**src/hw/rtl/bsb_pkg.sv**
```systemverilog
// ----------------------------------------------------------------------------
// bsb_pkg
// Shared types, widths, codes and helpers of the B-spline surface evaluator.
// ----------------------------------------------------------------------------
package bsb_pkg;

	localparam int DEF_MAX_ROWS   = 16;
	localparam int DEF_MAX_COLS   = 16;
	localparam int DEF_MAX_DEGREE = 5;

	// Counts and spans are sized for the largest grid the parameters allow.
	localparam int CNT_W      = 7;
	localparam int DEG_W      = 3;
	localparam int PAR_W      = 17;
	localparam int ONE_Q16    = 65536;
	localparam int XS_W       = 24;
	localparam int BASIS_W    = 31;
	localparam int PROD_W     = BASIS_W + XS_W;
	localparam int FRAC_W     = 30;
	localparam int COORD_W    = 32;
	localparam int MPROD_W    = 64;
	localparam int ACC_W      = 68;
	localparam int CFG_IDX_W  = 2;
	localparam int CFG_DATA_W = 5;
	localparam int STAT_W     = 2;

	localparam logic [CFG_IDX_W-1:0] CFG_ROWS = 2'd0;
	localparam logic [CFG_IDX_W-1:0] CFG_COLS = 2'd1;
	localparam logic [CFG_IDX_W-1:0] CFG_UDEG = 2'd2;
	localparam logic [CFG_IDX_W-1:0] CFG_VDEG = 2'd3;

	localparam logic [CFG_DATA_W-1:0] RST_ROWS = 5'd4;
	localparam logic [CFG_DATA_W-1:0] RST_COLS = 5'd4;
	localparam logic [DEG_W-1:0]      RST_UDEG = 3'd3;
	localparam logic [DEG_W-1:0]      RST_VDEG = 3'd3;

	localparam logic [STAT_W-1:0] STAT_OK    = 2'd0;
	localparam logic [STAT_W-1:0] STAT_RANGE = 2'd1;
	localparam logic [STAT_W-1:0] STAT_FEW   = 2'd2;

	localparam logic CMD_LOAD = 1'b0;
	localparam logic CMD_EVAL = 1'b1;

	// Request to the basis unit for one direction.
	typedef struct packed {
		logic [CNT_W-1:0] npts;
		logic [DEG_W-1:0] deg;
		logic [PAR_W-1:0] x;
	} bsb_req_t;

	// Spans and degrees handed to the accumulation sequencer.
	typedef struct packed {
		logic [CNT_W-1:0] span_u;
		logic [CNT_W-1:0] span_v;
		logic [DEG_W-1:0] p;
		logic [DEG_W-1:0] q;
	} bsb_mac_ctl_t;

	// Floor of v / 2^30, saturated to a signed 32-bit word.
	function automatic logic [COORD_W-1:0] sat_floor(input logic signed [ACC_W-1:0] v);
		logic signed [ACC_W-1:0] s;
		logic [ACC_W-COORD_W:0] top;
		s = v >>> FRAC_W;
		top = s[ACC_W-1:COORD_W-1];
		if ((&top) || !(|top)) begin
			return s[COORD_W-1:0];
		end else if (s[ACC_W-1]) begin
			return {1'b1, {(COORD_W-1){1'b0}}};
		end else begin
			return {1'b0, {(COORD_W-1){1'b1}}};
		end
	endfunction

endpackage

```
**src/hw/rtl/bsb_mac.sv**
```systemverilog
// ----------------------------------------------------------------------------
// bsb_mac
// Tensor-product weighted sum of control points through one shared
// multiplier: row sums over u, then the sum of rows over v, per coordinate.
// ----------------------------------------------------------------------------
module bsb_mac #(
	parameter int MAX_ROWS   = bsb_pkg::DEF_MAX_ROWS,
	parameter int MAX_COLS   = bsb_pkg::DEF_MAX_COLS,
	parameter int MAX_DEGREE = bsb_pkg::DEF_MAX_DEGREE
) (
	input  logic                                       clk,
	input  logic                                       arst_n,
	input  logic                                       start,
	input  bsb_pkg::bsb_mac_ctl_t                      ctl,
	input  logic [MAX_DEGREE:0][bsb_pkg::BASIS_W-1:0]  nu,
	input  logic [MAX_DEGREE:0][bsb_pkg::BASIS_W-1:0]  nv,
	output logic [$clog2(MAX_ROWS*MAX_COLS)-1:0]       raddr,
	input  logic [bsb_pkg::COORD_W-1:0]                rd_x,
	input  logic [bsb_pkg::COORD_W-1:0]                rd_y,
	input  logic [bsb_pkg::COORD_W-1:0]                rd_z,
	output logic                                       done,
	output logic [bsb_pkg::COORD_W-1:0]                res_x,
	output logic [bsb_pkg::COORD_W-1:0]                res_y,
	output logic [bsb_pkg::COORD_W-1:0]                res_z
);
	import bsb_pkg::*;

	localparam int NB_IDX_W = $clog2(MAX_DEGREE + 1);
	localparam int ADDR_W   = $clog2(MAX_ROWS * MAX_COLS);

	localparam logic [2:0] M_IDLE = 3'd0;
	localparam logic [2:0] M_ADDR = 3'd1;
	localparam logic [2:0] M_MUL  = 3'd2;
	localparam logic [2:0] M_ACC  = 3'd3;
	localparam logic [2:0] M_RMUL = 3'd4;
	localparam logic [2:0] M_RACC = 3'd5;

	logic [2:0]                st_q;
	logic [DEG_W-1:0]          k_q;
	logic [DEG_W-1:0]          l_q;
	logic [1:0]                c_q;
	logic signed [MPROD_W-1:0] prod_q;
	logic signed [ACC_W-1:0]   rowsum_q;
	logic signed [ACC_W-1:0]   acc_q;
	logic [COORD_W-1:0]        res_q [3];
	logic                      done_q;

	logic [CNT_W-1:0]        row;
	logic [CNT_W-1:0]        col;
	logic [COORD_W-1:0]      coord;
	logic [COORD_W-1:0]      rowv;
	logic [BASIS_W-1:0]      mul_a;
	logic [COORD_W-1:0]      mul_b;
	logic signed [ACC_W-1:0] acc_next;

	always_comb begin
		row = ctl.span_u - CNT_W'(ctl.p) + CNT_W'(k_q);
		col = ctl.span_v - CNT_W'(ctl.q) + CNT_W'(l_q);
		raddr = ADDR_W'(row * MAX_COLS + col);
		case (c_q)
			2'd0: coord = rd_x;
			2'd1: coord = rd_y;
			default: coord = rd_z;
		endcase
		rowv = sat_floor(rowsum_q);
		if (st_q == M_MUL) begin
			mul_a = nu[k_q[NB_IDX_W-1:0]];
			mul_b = coord;
		end else begin
			mul_a = nv[l_q[NB_IDX_W-1:0]];
			mul_b = rowv;
		end
		acc_next = acc_q + ACC_W'(prod_q);
	end

	always_ff @(posedge clk or negedge arst_n) begin
		if (!arst_n) begin
			st_q <= M_IDLE;
			done_q <= 1'b0;
		end else begin
			done_q <= 1'b0;
			unique case (st_q)
				M_IDLE: begin
					if (start) begin
						st_q <= M_ADDR;
					end
				end
				M_ADDR: st_q <= M_MUL;
				M_MUL: st_q <= M_ACC;
				M_ACC: st_q <= (k_q == ctl.p) ? M_RMUL : M_ADDR;
				M_RMUL: st_q <= M_RACC;
				M_RACC: begin
					if (l_q == ctl.q && c_q == 2'd2) begin
						st_q <= M_IDLE;
						done_q <= 1'b1;
					end else begin
						st_q <= M_ADDR;
					end
				end
				default: st_q <= M_IDLE;
			endcase
		end
	end

	always_ff @(posedge clk) begin
		case (st_q)
			M_IDLE: begin
				k_q <= '0;
				l_q <= '0;
				c_q <= '0;
				rowsum_q <= '0;
				acc_q <= '0;
			end
			M_MUL, M_RMUL: prod_q <= $signed({1'b0, mul_a}) * $signed(mul_b);
			M_ACC: begin
				rowsum_q <= rowsum_q + ACC_W'(prod_q);
				if (k_q != ctl.p) begin
					k_q <= k_q + 1'b1;
				end
			end
			M_RACC: begin
				rowsum_q <= '0;
				k_q <= '0;
				if (l_q == ctl.q) begin
					res_q[c_q] <= sat_floor(acc_next);
					acc_q <= '0;
					l_q <= '0;
					c_q <= c_q + 1'b1;
				end else begin
					acc_q <= acc_next;
					l_q <= l_q + 1'b1;
				end
			end
			default: ;
		endcase
	end

	assign done = done_q;
	assign res_x = res_q[0];
	assign res_y = res_q[1];
	assign res_z = res_q[2];
endmodule

```
**config.mk**
```make
export PLATFORM = sky130hd
export DESIGN_NAME = bsb_mac
export DESIGN_NICKNAME = d
export VERILOG_FILES = /design/src/hw/rtl/bsb_pkg.sv /design/src/hw/rtl/bsb_mac.sv
export SDC_FILE = /design/constraint.sdc
export NUM_CORES = 2
export LEC_CHECK = 0
export BUFFER_PORTS_ARGS = -buffer_cell sky130_fd_sc_hd__buf_4
export CAP_MARGIN = 20
export CORE_MARGIN = 2
export CORE_UTILIZATION = 30
export CTS_CLUSTER_SIZE = 40
export DETAILED_ROUTE_END_ITERATION = 6
export SLEW_MARGIN = 20
export SYNTH_ARGS = -nofsm -noshare
export SYNTH_HDL_FRONTEND = slang
export SYNTH_SLANG_ARGS = --single-unit
export TNS_END_PERCENT = 100
```
**constraint.sdc**
```tcl
create_clock -name clk -period 15.7 [get_ports clk]
set_clock_uncertainty 0.1 [all_clocks]
set_input_delay 3.925 -clock clk [delete_from_list [all_inputs] [get_ports clk]]
set_output_delay 3.925 -clock clk [all_outputs]
set_load 0.05 [all_outputs]
```
# After elaboration in Yosys (flattened, before gate mapping)
# Memories as Yosys holds them, arrays and structs flattened.
# Cells that the tools add are included.
# totals
inputBits	491
register_bits	212
n_memories	1
output_inout_bits	105
elab_cells	83
mem_bits_rw	96
# op_classes
n_reduce_logical	17
eq_ne	13
multipliers	1
n_mux	31
n_addsub	10
order_cmp	2
# mem_list
name	depth	word_bits	rd	rd_ports_with_merged_regs	write_ports	line_no	text
res_q	3	32	3	0	1	bsb_mac.sv:45	logic [COORD_W-1:0] res_q [3];
# ops
operator	n
$pmux 68 s2	2
$mux 32	7
$bmux 31 s3	2
$add 68x64->68	2
$mux 31	3
$mux 68	1
$mul 32x32->64	1
$pmux 32 s2	1
$pmux 3 s6	1
$reduce_and 7->1	2
$reduce_or 7->1	2
$mux 3	4
$pmux 3 s2	2
$add 8x7->8	1
$lt 3x4->1 const B	2
$add 7x3->7	1
$sub 7x3->7	1
$add 3x1->3 const B	2
$eq 3x2->1 const B	2
$eq 3x3->1	2
$eq 3x3->1 const B	2
$mux 1	6
$ne 2x2->1 const B	3
$add 4x3->4	1
other kinds (16)	21

# Longest topological paths before layout
# logic_depth
ltp_word	7
ltp_mapped	38
mapped_depth_nobuf	34

# Worst setup path before layout
# OpenSTA, ideal clock, no wires.
# synth_path
path_type	input-to-reg
from	input port nv[109] (netlist bit)
to	register prod_q[63], data pin
setup_ns	0.260
cell_stages	30
n_path_buf	1
setup_slack_ns	3.607
arrival_ns	11.733
t_required_ns	15.340
cell_sequence	mux4_2 -> nand2_1 -> o21ai_0 -> o21ai_1 -> clkbuf_1 -> nor2_1 -> fa_1 -> fa_1 -> inv_1 -> fa_1 -> fa_1 -> inv_1 -> fa_1 -> inv_1 -> fa_1 -> inv_1 -> fa_1 -> fa_1 -> ha_1 -> a21oi_1 -> o21ai_0 -> nand2b_1 -> a21oi_1 -> and4b_1 -> a221oi_1 -> o21ai_1 -> a31oi_1 -> o21ai_1 -> a21boi_0 -> xnor2_1
# synth_via
elab_chain_len	4
# synth_lines
item	line_no	text
from (decl)	bsb_mac.sv:16	input logic [MAX_DEGREE:0][bsb_pkg::BASIS_W-1:0] nv,
$bmux 31 s3	bsb_mac.sv:70	mul_a = nv[l_q[NB_IDX_W-1:0]];
$mux 31 (not written as such)	bsb_mac.sv:70	
$mux 31	bsb_mac.sv:66	if (st_q == M_MUL) begin
$mul 32x32->64	bsb_mac.sv:114	M_MUL, M_RMUL: prod_q <= $signed({1'b0, mul_a}) * $signed(mul_b);
to (signal assigned)	bsb_mac.sv:114	
to (decl)	bsb_mac.sv:42	logic signed [MPROD_W-1:0] prod_q;
# No other way between the ends. The select of a mux whose other input is x is not followed.
# A chain may end at the register's enable or synchronous reset.

# Worst setup path in the final report
# layout_path
from	input port nv[76] (netlist bit)
to	register prod_q[58], data pin
# Same word-level chain as after synthesis.

==> results.yml <==
synthesis:
  yosysSeqAreaShare_pct: 16.92
  syn_area_mm2: 0.05454
  yosys.area.top_type: "fa_1"
  avgSynthCellArea_um2: 9.256
  synth_edf_count: 304
  ys_types: 92
  syn_nets: 7709
  synth_top_cells_by_area: "fa_1, edfxtp_1, ha_1"
  syn_inst: 5892
  ys.flop_type: "edfxtp_1"
  synth_top_cell_area_share_pct: 32.16
  yosys_warnings: 0
  synth-seq-cells: 308
  synthArstFlopShare_pct: 1.299
placement:
  place_ws_ns: 1.874
  port_buffers: 592
  hpwl_um: 184000
  place_congestion: 0.9753
outcome:
  status: "complete, no violations"
clock_tree:
  postCtsSetupBuffers: 0
  root_buffer: "clkbuf_16"
  clk_latency_ns: 0.61
  cts.clk_slew.worst_paths_ns: 0.07
  numCtsBuffers: 27
  cts_tree: "done"
  clockBufferDepth: 3
  cts_hold_buf: 0
  cts_repair_resize_count: 0
  clock-sinks: 308
  htree_levels: 1
setup_path:
  critPathRequiredTime_ns: 16.06
  crit_family: "adder cells"
  cp-end-kind: "register"
  r2r-end: "prod_q[58]"
  r2r_slack_ns: 4.58
  cp_slowest_cell: "o21ai_2"
  r2r_start: "k_q[0]"
  start_kind: "input pin"
  cp_common_cell: "fa_1"
  critPathMaxFanout: 10
  worstSetupPathType: "in2reg"
  reg2regPathDepth: 29
  cp.buffers_inverters: 3
  arrival_ns: 13.71
  critPathMaxStageDelay_ns: 0.88
floorplanning:
  core.rowCount: 156
  floorplan.initialDensity_pct: 30.17
  pin_count: 596
  core_area_mm2: 0.1807
  die_area_mm2: 0.1852
  die-width_um: 430.4
  die_h_um: 430.4
sta:
  slew_headroom_pct: 18.27
  drv_slew: 0
  finalWorstSetupSlack_ns: 2.350
  period_minus_slack_ns: 13.35
  setup_viol_count_final: 0
  grt_setup_unrepaired: "no"
  fmax_ghz: 0.07491
  timing.final.crit_share_pct: 85.03
  tightest_slew_ns: 1.226
  finalHoldViolations: 0
  tns_ns: 0
global_route:
  grt_usage_pct: 23.60
  grt_pass1_wl_um: 320800
  grt_max_degree: 138
  antenna_found_initial: 32
  grt_overflow: 0
  grt_pass1_vias: 46590
min_path:
  whs_endpoint: "st_q[1]"
  whs_path_depth: 1
  hold_start: "st_q[2]"
  hold_path.class: "reg2reg"
layout:
  layout.nets: 8148
  final_common_cell: "inv_1"
  fillCellCount: 18490
  final_util_pct: 34.68
  area_delta_synth_final_pct: 14.94
  drive_gt1_share_pct: 14.49
  most-common-layout-cells: "inv_1, fa_1, nor2_1"
detailed_routing:
  postRouteAntennaNets: 0
  drt_iter0_drc: 3729
  first_pass_iters: 6
  via_per_inst: 5.203
  drc: 0
  wl_per_cell_um: 25.41
  num_vias: 45420
  drt_wl_total_um: 221900
job:
  max_cap_violations: 0
[worst max-delay path by stage]
stage,endpoint,cells after the start,from
5_1_grt,prod_q[58],28,nv[107]
2_1_floorplan,prod_q[63],30,nv[109]
6_report,prod_q[58],28,nv[76]
3_3_place_gp,prod_q[63],33,nv[107]
4_1_cts,prod_q[58],28,nv[76]
3_5_place_dp,prod_q[58],28,nv[76]
[registers in the layout, summed over array words and instances, names as in the netlist]
signal / cells
c_q: 2
st_q: 3
l_q: 3
done: 1
acc_q: 68
prod_q: 64
rowsum_q: 68
res_q: 96
k_q: 3
[metrics by stage]
stage / std cells / hold WS (ns) / cell area [um^2]
global placement: 8671 / 0.4712 / 61810
CTS: 8720 / 0.5119 / 62650
detailed placement: 8671 / 0.5002 / 61810
floorplan: 5892 / 0.4584 / 54540
finish: 8731 / 0.5109 / 62680
global route: 8725 / 0.5323 / 62670
[layer usage]
metal | wire (um) | track usage (%) | vias to the layer above
met1 | 96170 | 33.06 | 23140
li1 | - | - | 19980
met2 | 99850 | 37.41 | 1975
met3 | 18050 | 3.511 | 328
met4 | 7810 | 7.622 | 2
met5 | 13 | 0 | -
[area by class of cell]
| class | count | area (um^2) | area share [%] |
|---|---|---|---|
| clock inverter | 22 | 156.4 | 0.2495 |
| multi-input combinational | 4312 | 40600 | 64.78 |
| clock buffer | 27 | 675.6 | 1.078 |
| tap | 2370 | 2965 | 4.731 |
| timing repair buffer | 715 | 5396 | 8.609 |
| sequential | 308 | 9229 | 14.72 |
| inverter | 967 | 3632 | 5.795 |
| antenna | 10 | 25.02 | 0.03992 |
[logic make-up (layout without fill, tap and decap cells)]
| kind of cell | Yosys count | in the layout | share of synthesized area [%] |
|---|---|---|---|
| DFF | 308 | 308 | 16.92 |
| other | 0 | 10 | 0 |
| muxes | 130 | 130 | 3.811 |
| buffers and inverters | 1272 | 1731 | 8.991 |
| AOI/OAI and AO/OA | 923 | 923 | 11.37 |
| and+or+nand+nor | 1734 | 1734 | 13.23 |
| xor gates and xnor gates | 199 | 199 | 3.196 |
| adders and majority gates | 1326 | 1326 | 42.48 |
[synthesized netlist by cell type (30+ instances only)]
cell type,number
a21o_1,135
a21oi_1,226
a22oi_1,31
clkbuf_1,259
edfxtp_1,304
fa_1,876
ha_1,450
inv_1,964
mux2i_1,67
mux4_2,62
nand2_1,651
nand2b_1,40
nand3_1,33
nand4_1,45
nor2_1,797
nor3_1,32
o211ai_1,40
o21a_1,45
o21ai_0,142
o21ai_1,36
o21ai_2,30
o21bai_1,41
xnor2_1,111
xor2_1,88
Power is not shown: default switching activity piles up to over one toggle a cycle in this logic, so the estimate is an artifact.
