File: src/hw/rtl/bsb_pkg.sv
// ----------------------------------------------------------------------------
// bsb_pkg
// Shared types, widths, codes and helpers of the B-spline surface evaluator.
// ----------------------------------------------------------------------------
package bsb_pkg;

	localparam int DEF_MAX_ROWS   = 16;
	localparam int DEF_MAX_COLS   = 16;
	localparam int DEF_MAX_DEGREE = 5;

	// Counts and spans are sized for the largest grid the parameters allow.
	localparam int CNT_W      = 7;
	localparam int DEG_W      = 3;
	localparam int PAR_W      = 17;
	localparam int ONE_Q16    = 65536;
	localparam int XS_W       = 24;
	localparam int BASIS_W    = 31;
	localparam int PROD_W     = BASIS_W + XS_W;
	localparam int FRAC_W     = 30;
	localparam int COORD_W    = 32;
	localparam int MPROD_W    = 64;
	localparam int ACC_W      = 68;
	localparam int CFG_IDX_W  = 2;
	localparam int CFG_DATA_W = 5;
	localparam int STAT_W     = 2;

	localparam logic [CFG_IDX_W-1:0] CFG_ROWS = 2'd0;
	localparam logic [CFG_IDX_W-1:0] CFG_COLS = 2'd1;
	localparam logic [CFG_IDX_W-1:0] CFG_UDEG = 2'd2;
	localparam logic [CFG_IDX_W-1:0] CFG_VDEG = 2'd3;

	localparam logic [CFG_DATA_W-1:0] RST_ROWS = 5'd4;
	localparam logic [CFG_DATA_W-1:0] RST_COLS = 5'd4;
	localparam logic [DEG_W-1:0]      RST_UDEG = 3'd3;
	localparam logic [DEG_W-1:0]      RST_VDEG = 3'd3;

	localparam logic [STAT_W-1:0] STAT_OK    = 2'd0;
	localparam logic [STAT_W-1:0] STAT_RANGE = 2'd1;
	localparam logic [STAT_W-1:0] STAT_FEW   = 2'd2;

	localparam logic CMD_LOAD = 1'b0;
	localparam logic CMD_EVAL = 1'b1;

	// Request to the basis unit for one direction.
	typedef struct packed {
		logic [CNT_W-1:0] npts;
		logic [DEG_W-1:0] deg;
		logic [PAR_W-1:0] x;
	} bsb_req_t;

	// Spans and degrees handed to the accumulation sequencer.
	typedef struct packed {
		logic [CNT_W-1:0] span_u;
		logic [CNT_W-1:0] span_v;
		logic [DEG_W-1:0] p;
		logic [DEG_W-1:0] q;
	} bsb_mac_ctl_t;

	// Floor of v / 2^30, saturated to a signed 32-bit word.
	function automatic logic [COORD_W-1:0] sat_floor(input logic signed [ACC_W-1:0] v);
		logic signed [ACC_W-1:0] s;
		logic [ACC_W-COORD_W:0] top;
		s = v >>> FRAC_W;
		top = s[ACC_W-1:COORD_W-1];
		if ((&top) || !(|top)) begin
			return s[COORD_W-1:0];
		end else if (s[ACC_W-1]) begin
			return {1'b1, {(COORD_W-1){1'b0}}};
		end else begin
			return {1'b0, {(COORD_W-1){1'b1}}};
		end
	endfunction

endpackage

File: src/hw/rtl/bsb_basis.sv
// ----------------------------------------------------------------------------
// bsb_basis
// Span search and Q0.30 basis recurrence for one direction, using separate
// scaling and recurrence multipliers and a one-bit-per-cycle restoring divider.
// ----------------------------------------------------------------------------
module bsb_basis #(
	parameter int MAX_DEGREE = bsb_pkg::DEF_MAX_DEGREE
) (
	input  logic                                       clk,
	input  logic                                       arst_n,
	input  logic                                       start,
	input  bsb_pkg::bsb_req_t                          req,
	output logic                                       done,
	output logic [bsb_pkg::CNT_W-1:0]                  span,
	output logic [MAX_DEGREE:0][bsb_pkg::BASIS_W-1:0]  nb
);
	import bsb_pkg::*;

	localparam int NB_IDX_W  = $clog2(MAX_DEGREE + 1);
	localparam int DIV_STEPS = BASIS_W;
	localparam int DCNT_W    = $clog2(DIV_STEPS + 1);
	localparam int SEG_W     = XS_W - 16;

	localparam logic [2:0] S_IDLE  = 3'd0;
	localparam logic [2:0] S_SCALE = 3'd1;
	localparam logic [2:0] S_SPAN  = 3'd2;
	localparam logic [2:0] S_MUL   = 3'd3;
	localparam logic [2:0] S_LOAD  = 3'd4;
	localparam logic [2:0] S_DIV   = 3'd5;
	localparam logic [2:0] S_UPD   = 3'd6;

	logic [2:0]                         st_q;
	logic [PAR_W-1:0]                   x_q;
	logic [DEG_W-1:0]                   deg_q;
	logic [CNT_W-1:0]                   dspan_q;
	logic [XS_W-1:0]                    xs_q;
	logic [CNT_W-1:0]                   span_q;
	logic [DEG_W-1:0]                   j_q;
	logic [DEG_W-1:0]                   r_q;
	logic [BASIS_W-1:0]                 saved_q;
	logic [MAX_DEGREE:0][BASIS_W-1:0]   nb_q;
	logic [PROD_W-1:0]                  prod_q;
	logic [XS_W-1:0]                    den_q;
	logic [XS_W-1:0]                    rem_q;
	logic [BASIS_W-1:0]                 low_q;
	logic [BASIS_W-1:0]                 quo_q;
	logic [DCNT_W-1:0]                  cnt_q;
	logic                               done_q;

	logic [SEG_W-1:0]   seg_raw;
	logic [CNT_W-1:0]   seg;
	logic [BASIS_W-1:0] b;
	logic [XS_W-1:0]    k_right;
	logic [XS_W-1:0]    k_left;
	logic [XS_W-1:0]    rt;
	logic [XS_W-1:0]    lt;
	logic [XS_W:0]      trial;
	logic               ge;
	logic [BASIS_W-1:0] part;

	// Clamped uniform knot i, in units of 2^-16.
	function automatic logic [XS_W-1:0] knot(input logic [CNT_W:0] i,
		input logic [DEG_W-1:0] deg, input logic [CNT_W-1:0] dsp);
		logic signed [CNT_W+1:0] k;
		k = $signed({1'b0, i}) - $signed({{(CNT_W+2-DEG_W){1'b0}}, deg});
		if (k < 0) begin
			k = '0;
		end else if (k > $signed({2'b00, dsp})) begin
			k = $signed({2'b00, dsp});
		end
		return XS_W'({k[CNT_W-1:0], 16'h0000});
	endfunction

	always_comb begin
		seg_raw = xs_q[XS_W-1:16];
		if ({1'b0, seg_raw} >= (SEG_W+1)'(dspan_q)) begin
			seg = dspan_q - 1'b1;
		end else begin
			seg = CNT_W'(seg_raw);
		end
		b = nb_q[r_q[NB_IDX_W-1:0]];
		k_right = knot((CNT_W+1)'(span_q) + (CNT_W+1)'(r_q) + 1'b1, deg_q, dspan_q);
		k_left = knot((CNT_W+1)'(span_q) + 1'b1 + (CNT_W+1)'(r_q) - (CNT_W+1)'(j_q),
			deg_q, dspan_q);
		rt = k_right - xs_q;
		lt = xs_q - k_left;
		trial = {rem_q, low_q[BASIS_W-1]};
		ge = trial >= {1'b0, den_q};
		part = (den_q == '0) ? '0 : quo_q;
	end

	always_ff @(posedge clk or negedge arst_n) begin
		if (!arst_n) begin
			st_q <= S_IDLE;
			done_q <= 1'b0;
		end else begin
			done_q <= 1'b0;
			unique case (st_q)
				S_IDLE: begin
					if (start) begin
						st_q <= S_SCALE;
					end
				end
				S_SCALE: st_q <= S_SPAN;
				S_SPAN: begin
					if (deg_q == '0) begin
						st_q <= S_IDLE;
						done_q <= 1'b1;
					end else begin
						st_q <= S_MUL;
					end
				end
				S_MUL: st_q <= S_LOAD;
				S_LOAD: st_q <= S_DIV;
				S_DIV: begin
					if (cnt_q == DCNT_W'(DIV_STEPS - 1)) begin
						st_q <= S_UPD;
					end
				end
				S_UPD: begin
					if (r_q == j_q - 1'b1 && j_q == deg_q) begin
						st_q <= S_IDLE;
						done_q <= 1'b1;
					end else begin
						st_q <= S_MUL;
					end
				end
				default: st_q <= S_IDLE;
			endcase
		end
	end

	always_ff @(posedge clk) begin
		case (st_q)
			S_IDLE: begin
				if (start) begin
					x_q <= req.x;
					deg_q <= req.deg;
					dspan_q <= req.npts - CNT_W'(req.deg);
				end
			end
			S_SCALE: xs_q <= XS_W'(x_q * dspan_q);
			S_SPAN: begin
				span_q <= CNT_W'(deg_q) + seg;
				nb_q[0] <= BASIS_W'(1) << FRAC_W;
				j_q <= DEG_W'(1);
				r_q <= '0;
				saved_q <= '0;
			end
			S_MUL: begin
				prod_q <= PROD_W'(b * rt);
				den_q <= rt + lt;
			end
			S_LOAD: begin
				// The quotient never exceeds b, so the top bits start below den.
				rem_q <= prod_q[PROD_W-1:BASIS_W];
				low_q <= prod_q[BASIS_W-1:0];
				cnt_q <= '0;
			end
			S_DIV: begin
				rem_q <= ge ? XS_W'(trial - {1'b0, den_q}) : XS_W'(trial);
				low_q <= low_q << 1;
				quo_q <= {quo_q[BASIS_W-2:0], ge};
				cnt_q <= cnt_q + 1'b1;
			end
			S_UPD: begin
				nb_q[r_q[NB_IDX_W-1:0]] <= saved_q + part;
				if (r_q == j_q - 1'b1) begin
					nb_q[j_q[NB_IDX_W-1:0]] <= b - part;
					j_q <= j_q + 1'b1;
					r_q <= '0;
					saved_q <= '0;
				end else begin
					r_q <= r_q + 1'b1;
					saved_q <= b - part;
				end
			end
			default: ;
		endcase
	end

	assign done = done_q;
	assign span = span_q;
	assign nb = nb_q;

	a_div_count: assert property (@(posedge clk) disable iff (!arst_n)
		st_q == S_DIV |-> cnt_q < DCNT_W'(DIV_STEPS))
		else $error("divider ran past its last step");
	a_part_bound: assert property (@(posedge clk) disable iff (!arst_n)
		(st_q == S_UPD && den_q != '0) |-> quo_q <= b)
		else $error("basis split exceeds its parent value");
	a_step_range: assert property (@(posedge clk) disable iff (!arst_n)
		(st_q == S_MUL || st_q == S_DIV || st_q == S_UPD) |->
		(j_q != '0 && j_q <= deg_q && r_q < j_q))
		else $error("recurrence indices out of range");
endmodule

File: config.mk
export PLATFORM = sky130hd
export DESIGN_NAME = bsb_basis
export DESIGN_NICKNAME = d
export VERILOG_FILES = /design/src/hw/rtl/bsb_pkg.sv /design/src/hw/rtl/bsb_basis.sv
export SDC_FILE = /design/constraint.sdc
export NUM_CORES = 2
export LEC_CHECK = 0
export BUFFER_PORTS_ARGS = -buffer_cell sky130_fd_sc_hd__buf_2
export CAP_MARGIN = 20
export CORE_MARGIN = 8
export CORE_UTILIZATION = 55
export CTS_CLUSTER_DIAMETER = 150
export CTS_CLUSTER_SIZE = 28
export DETAILED_ROUTE_END_ITERATION = 10
export PLACE_DENSITY = 0.72
export SYNTH_ARGS = -nofsm -noshare
export SYNTH_HDL_FRONTEND = slang
export SYNTH_SLANG_ARGS = --single-unit
File: constraint.sdc
create_clock -name clk -period 11 [get_ports clk]
set_input_delay 0.55 -clock clk [delete_from_list [all_inputs] [get_ports clk]]
set_output_delay 0.55 -clock clk [all_outputs]
set_load 0.005 [all_outputs]
-- Yosys cells after proc, flatten, opt, wreduce, memory -nomap -nowiden
Cells that the tools add are included.
W data, S select, Z words.
- $lt $le $gt $ge: 10
- multipliers: 2
- equality and inequality tests: 12
- reduce and logical (&&, ||, !) cells: 11
- add/subtract/negate cells: 20
- muxes and demuxes: 34
- operators by type and width (kind ; count):
    $bwmux W186 ; 2
    $demux W31 S3 ; 2
    $mux W186 ; 1
    $pmux W31 S2 ; 3
    $mux W31 ; 5
    $bmux W31 S3 ; 1
    $mul A31 B24 Y55 ; 1
    $pmux W24 S2 ; 1
    $mux W7 ; 5
    $add A31 B31 Y31 ; 1
    $sub A31 B31 Y31 ; 1
    $ge A25 B24 Y1 ; 1
    $add A24 B24 Y24 ; 1
    $logic_not A24 Y1 ; 1
    $mul A17 B7 Y24 ; 1
    $mux W24 ; 1
    $sub A23 B24 Y24 ; 1
    $sub A24 B23 Y24 ; 1
    $sub A24 B24 Y24 ; 1
    $pmux W3 S7 ; 1
    $gt A9 B8 Y1 ; 2
    $lt A9 B1 Y1 const B ; 2
    $sub A8 B3 Y9 ; 2
    $mux W3 ; 4
    other kinds (29) ; 47
- output and inout port bits: 194
- register bits: 455
- input port bits: 30

-- Longest topological paths before layout
- depth after elaboration: 9
- depth in mapped cells: 54

-- Least setup slack after synthesis
No wires, ideal clock.
- path type: flip-flop to flip-flop
- from: reg r_q[2]
- to: reg prod_q[54] (data pin)
- path slack: -0.870 ns
- library setup time: 0.264 ns
- required time: 10.736 ns
- stages on the path, launching flop included: 54
- arrival time: 11.607 ns
- period minus slack after synthesis: 11.870 ns
- cells stage by stage: edfxtp_1 clkbuf_1 clkinv_1 fa_1 inv_1 ha_1 o21ai_0 a21boi_0 o21ai_0 nand2b_1 xor2_1 ha_1 o21ai_0 nand2b_1 a21oi_1 a41oi_1 nor2_1 nor2_1 [... 18 more ...] fa_1 inv_1 fa_1 inv_1 ha_1 clkbuf_1 a21oi_1 nor2b_1 a31oi_1 nor2_1 a211o_1 a21oi_1 o31ai_2 o21ai_1 a221o_1 a2111oi_2 o31ai_1 xnor2_1
- word-level cells in the longest chain between the ends: 8
- ends and longest elaborated chain (element ; line ; text):
    start, declared ; bsb_basis.sv:39 ; logic [DEG_W-1:0] r_q;
    start signal, assigned ; bsb_basis.sv:174 ; r_q <= r_q + 1'b1;
    $add A7 B3 Y8 ; bsb_basis.sv:82 ; k_right = knot((CNT_W+1)'(span_q) + (CNT_W+1)'(r_q) + 1'b1, deg_q, dspan_q);
    $add A8 B1 Y8 ; bsb_basis.sv:82 ;
    $sub A8 B3 Y9 ; bsb_basis.sv:65 ; k = $signed({1'b0, i}) - $signed({{(CNT_W+2-DEG_W){1'b0}}, deg});
    $gt A9 B8 Y1 ; bsb_basis.sv:68 ; end else if (k > $signed({2'b00, dsp})) begin
    $mux W7 ; bsb_basis.sv:68 ;
    $mux W7 ; bsb_basis.sv:66 ; if (k < 0) begin
    $sub A23 B24 Y24 ; bsb_basis.sv:85 ; rt = k_right - xs_q;
    $mul A31 B24 Y55 * ; bsb_basis.sv:151 ; prod_q <= PROD_W'(b * rt);
    end signal, assigned ; bsb_basis.sv:151 ;
    end, declared ; bsb_basis.sv:42 ; logic [PROD_W-1:0] prod_q;
Mark *: on every way between the ends. The rest lies on a longest branch, timed or not. The select of a mux whose other input is x is not followed.
A chain may end at the register's enable or synchronous reset.

-- Worst setup path in the final report
- from: reg span_q[0], in the netlist span[0]
- to: reg prod_q[51] (data pin)
- word-level cells in the longest chain between the ends: 8
- ends and longest elaborated chain (element ; line ; text):
    start, declared ; bsb_basis.sv:37 ; logic [CNT_W-1:0] span_q;
    start signal, assigned ; bsb_basis.sv:144 ; span_q <= CNT_W'(deg_q) + seg;
    $add A7 B3 Y8 * ; bsb_basis.sv:82 ;
    $add A8 B1 Y8 * ; bsb_basis.sv:82 ;
    $sub A8 B3 Y9 * ; bsb_basis.sv:65 ;
    $gt A9 B8 Y1 ; bsb_basis.sv:68 ;
    $mux W7 ; bsb_basis.sv:68 ;
    $mux W7 * ; bsb_basis.sv:66 ;
    $sub A23 B24 Y24 * ; bsb_basis.sv:85 ;
    $mul A31 B24 Y55 * ; bsb_basis.sv:151 ;
Mark *: on every way between the ends. The rest lies on a longest branch, timed or not.

==> key figures <==
Run status
  – Status: finished, violations left
  – Failing checks: negative setup slack

Drt
  – DR WL/cell: 22.2 um
  – Drt total wl: 166000 um
  – 1st-iter DRT viols: 4540
  – DR pass1 iterations: 6
  – Vias: 44336
  – DRC: 0
  – Remaining antenna violation count: 0
  – Via density: 5.91

Synth
  – Synth warnings: 0
  – Synthesized cell area: 54800 um^2
  – Xor/xnor share of the synthesized area: 0.0363
  – Sequential area share after synthesis: 0.248
  – Synth Register Bits: 454
  – Combinational family with the most area after synthesis: adder cells
  – Netlist cell types: 72
  – Syn_area_per_cell: 9.23 um^2
  – Post-synthesis async set-or-reset flop share: 0.00881
  – Synth area leader: fa_1
  – Synthesized Nets: 7104
  – Synth Area in Adders: 0.358
  – Post-synthesis mux area share: 0.0112
  – Post-synthesis compound-gate area fraction: 0.110
  – Synth Flop Type: edfxtp_1
  – Number of flops mapped to enable cells by yosys: 450
  – Synth Area in Simple Gates: 0.151
  – Yosys top cell area share: 0.266
  – Top post-synthesis cells by area: fa_1, edfxtp_1, ha_1
  – Post-Synthesis Cells: 5942

Layout
  – Layout filler cell count: 8335
  – Layout cell share with drive strength beyond 1: 0.114
  – Area Overhead vs Synth: 9.71%
  – Final instance area: 60100 um^2
  – Final net count: 7355
  – # diodes: 0

Floorplanning
  – DIE AREA: 110000 um^2
  – I/O pin cnt: 224
  – # rows: 116
  – Die Wd: 332 um
  – Starting Density: 0.551
  – Chip Height: 332 um
  – Core Box Area: 99400 um^2

STA
  – Period Utilization, post-route: 1.02
  – # setup viols final: 7
  – Hold Vio Cnt, Final: 0
  – Final WS setup: -0.184 ns
  – Post-Route Skew: 0.0612 ns
  – RSZ-0062 raised after global routing: true
  – Peak Freq: 89.4 MHz
  – Minimum clock period after layout: 11.18 ns
  – Pins Over Slew Limit: 0
  – Setup TNS: -0.908 ns
  – Hold WS: 0.0966 ns
  – Slew headroom: 0.216
  – Worst Max-Slew Pin Slew: 1.18 ns

Clocking
  – Inserted Clock Buffers: 20
  – CTS Sinks: 454
  – Htree depth: 1
  – Worst-skew pair later-pin latency: 0.66 ns
  – CTS tree: yes
  – CTS max path bufs: 3
  – Root buffer cell: clkbuf_16
  – Worst-path clk slew: 0.12 ns

Setup path
  – Crit-path max FO: 5
  – Most Frequent Cell on Critical Path: fa_1
  – CP endpoint kind: flip-flop
  – Max stage delay cell, worst path: fa_1
  – Slowest cell delay on critical path: 0.57 ns
  – Buf+Inv Stages, Crit Path: 8
  – Crit path arrival time: 11.57 ns
  – Critical Path Source Type: flip-flop
  – Required @ worst endpoint: 11.39 ns
  – WS Path Type: flip-flop to flip-flop
  – Worst path top cell family by delay: adder cells

Hold path
  – Hold/Removal Path Class: input pin to flip-flop

GRT
  – Vias in the first global route: 44837
  – GRT Overall Usage: 0.295
  – Initial antenna violation count: 0
  – GRT overflow: 0
  – Pin count of the biggest net entering global routing: 101
  – First-pass GRT wire length: 258000 um

Placed design
  – Input/output buffers: 223
  – Post-DP Area: 58700 um^2
  – Gpl congestion: 1.01
  – Dpl hpwl: 131000 um

Flow run
  – MaxCap Viol Count: 0
==> through the flow <==
| step | worst slack (ns) | instances | utilization |
|---|---|---|---|
| after floorplan | 0.00536 | 5942 | - |
| after global routing | -0.728 | 7505 | 0.605 |
| after global placement | -0.284 | 7438 | 0.590 |
| after CTS | -0.0463 | 7489 | 0.601 |
| after detailed placement | -0.598 | 7440 | 0.591 |
| final | -0.184 | 7505 | 0.605 |
==> cell families (layout without fill, tap and decap cells) <==
kind of cell               Yosys count  count (layout)
adders and majority gates         1132            1132
muxes                               61              61
DFF                                454             454
buffers and inverters             1240            1505
xor gates and xnor gates           227             227
and+or+nand+nor                   1861            1861
AOI/OAI and AO/OA                  967             967
==> flip-flops by register name, summed over array words and instances (netlist names) <==
| name | flops |
|---|---|
| j_q | 3 |
| deg_q | 3 |
| prod_q | 55 |
| xs_q | 24 |
| done | 1 |
| dspan_q | 7 |
| st_q | 3 |
| span | 7 |
| r_q | 3 |
| low_q | 31 |
| cnt_q | 5 |
| rem_q | 24 |
| x_q | 17 |
| nb | 186 |
| den_q | 23 |
| quo_q | 31 |
| saved_q | 31 |
==> worst register-to-register path: cells and delay by family (launching register included) <==
| kind | cells | cell delay, ns |
|---|---|---|
| buffers and inverters | 8 | 0.82 |
| XOR/XNOR | 3 | 0.42 |
| flip-flops | 1 | 0.38 |
| AO/OA/AOI/OAI | 22 | 3.33 |
| adder cells (fa/ha/maj) | 12 | 5.15 |
| AND/OR/NAND/NOR | 8 | 0.87 |
==> timing repair <==
| action | in CTS | in global routing |
|---|---|---|
| hold buffers | 1 | 0 |
| endpoints found under the setup margin | 13 | 21 |
| gates cloned | 1 | 0 |
| endpoints found under the hold margin | 4 | 0 |
| gates resized for setup | 67 | 61 |
| pin swaps | 20 | 38 |
| buffers inserted | 12 | 16 |
==> cells in the mapped netlist (all sizes together) (41+ instances only) <==
| master | instances |
|---|---|
| nand2b | 43 |
| xnor2 | 148 |
| o21ai | 247 |
| a211oi | 96 |
| fa | 728 |
| mux2i | 57 |
| nand3 | 62 |
| clkbuf | 274 |
| edfxtp | 450 |
| ha | 404 |
| a31oi | 41 |
| inv | 947 |
| nand2 | 984 |
| nor2 | 295 |
| a21o | 79 |
| xor2 | 79 |
| and2 | 241 |
| nor3 | 82 |
| a21oi | 271 |
==> final cells by class <==
cell class / count / area [um^2] / area share
well taps: 1298 / 1620 / 0.0270
clock buffers: 32 / 546 / 0.00907
flip-flops and latches: 454 / 13600 / 0.226
multi-input cells: 4248 / 37300 / 0.620
repair buffers: 520 / 3440 / 0.0571
inverters: 949 / 3570 / 0.0593
clock inverters: 4 / 58.8 / 0.000978
==> final timing paths <==
path / from / to / slack (ns) / cells past startpoint
hold reg to reg: quo_q[7] / quo_q[8] / 0.45 / 0
setup / recovery: span[0] / prod_q[51] / -0.18 / 53
setup reg to reg: span[0] / prod_q[51] / -0.18 / 53
max in group asynchronous: arst_n / st_q[0] / 10.58 / 2
hold / removal: req[7] / x_q[7] / 0.1 / 1
min in group asynchronous: arst_n / st_q[2] / 0.23 / 2
==> placed cells by master (no fill, tap or decap), types with 9 or more instances in the layout <==
master | Yosys | final
o211ai_1 | 22 | 22
fa_1 | 728 | 724
o21bai_1 | 17 | 17
or3_1 | 13 | 10
o22ai_1 | 36 | 36
ha_1 | 404 | 393
clkbuf_16 | 0 | 20
xnor2_2 | 0 | 9
edfxtp_1 | 450 | 450
o21ai_1 | 7 | 13
nand2_1 | 984 | 981
a22oi_1 | 38 | 38
mux2i_1 | 57 | 57
inv_2 | 1 | 13
nand3_1 | 62 | 59
nor4_1 | 16 | 12
a21oi_1 | 270 | 248
xnor2_1 | 148 | 138
nor2b_1 | 27 | 25
clkbuf_1 | 274 | 12
o21a_1 | 29 | 29
nor2_1 | 295 | 288
o221ai_1 | 16 | 16
nand4_1 | 15 | 15
and2_1 | 241 | 238
a31oi_1 | 41 | 40
nor3_1 | 82 | 63
inv_1 | 946 | 934
nand2b_1 | 43 | 43
or2_2 | 22 | 21
xor2_1 | 79 | 77
buf_2 | 2 | 223
a211oi_1 | 96 | 94
nor3_2 | 0 | 15
a21oi_2 | 1 | 22
and3_1 | 40 | 38
o21ai_0 | 240 | 231
buf_4 | 0 | 284
a21o_1 | 79 | 79
==> per-layer routing <==
metal / routed length [um] / vias to the layer above / global-route usage
met4: 8540 / 0 / 0.128
met2: 71600 / 2355 / 0.449
li1: - / 19739 / -
met3: 19700 / 364 / 0.0684
met1: 66400 / 21878 / 0.404
met5: 0 / - / 0
Power is left out: the tool's default activity adds up to more than one toggle a clock period on the data nets, which glitch-free logic cannot reach.
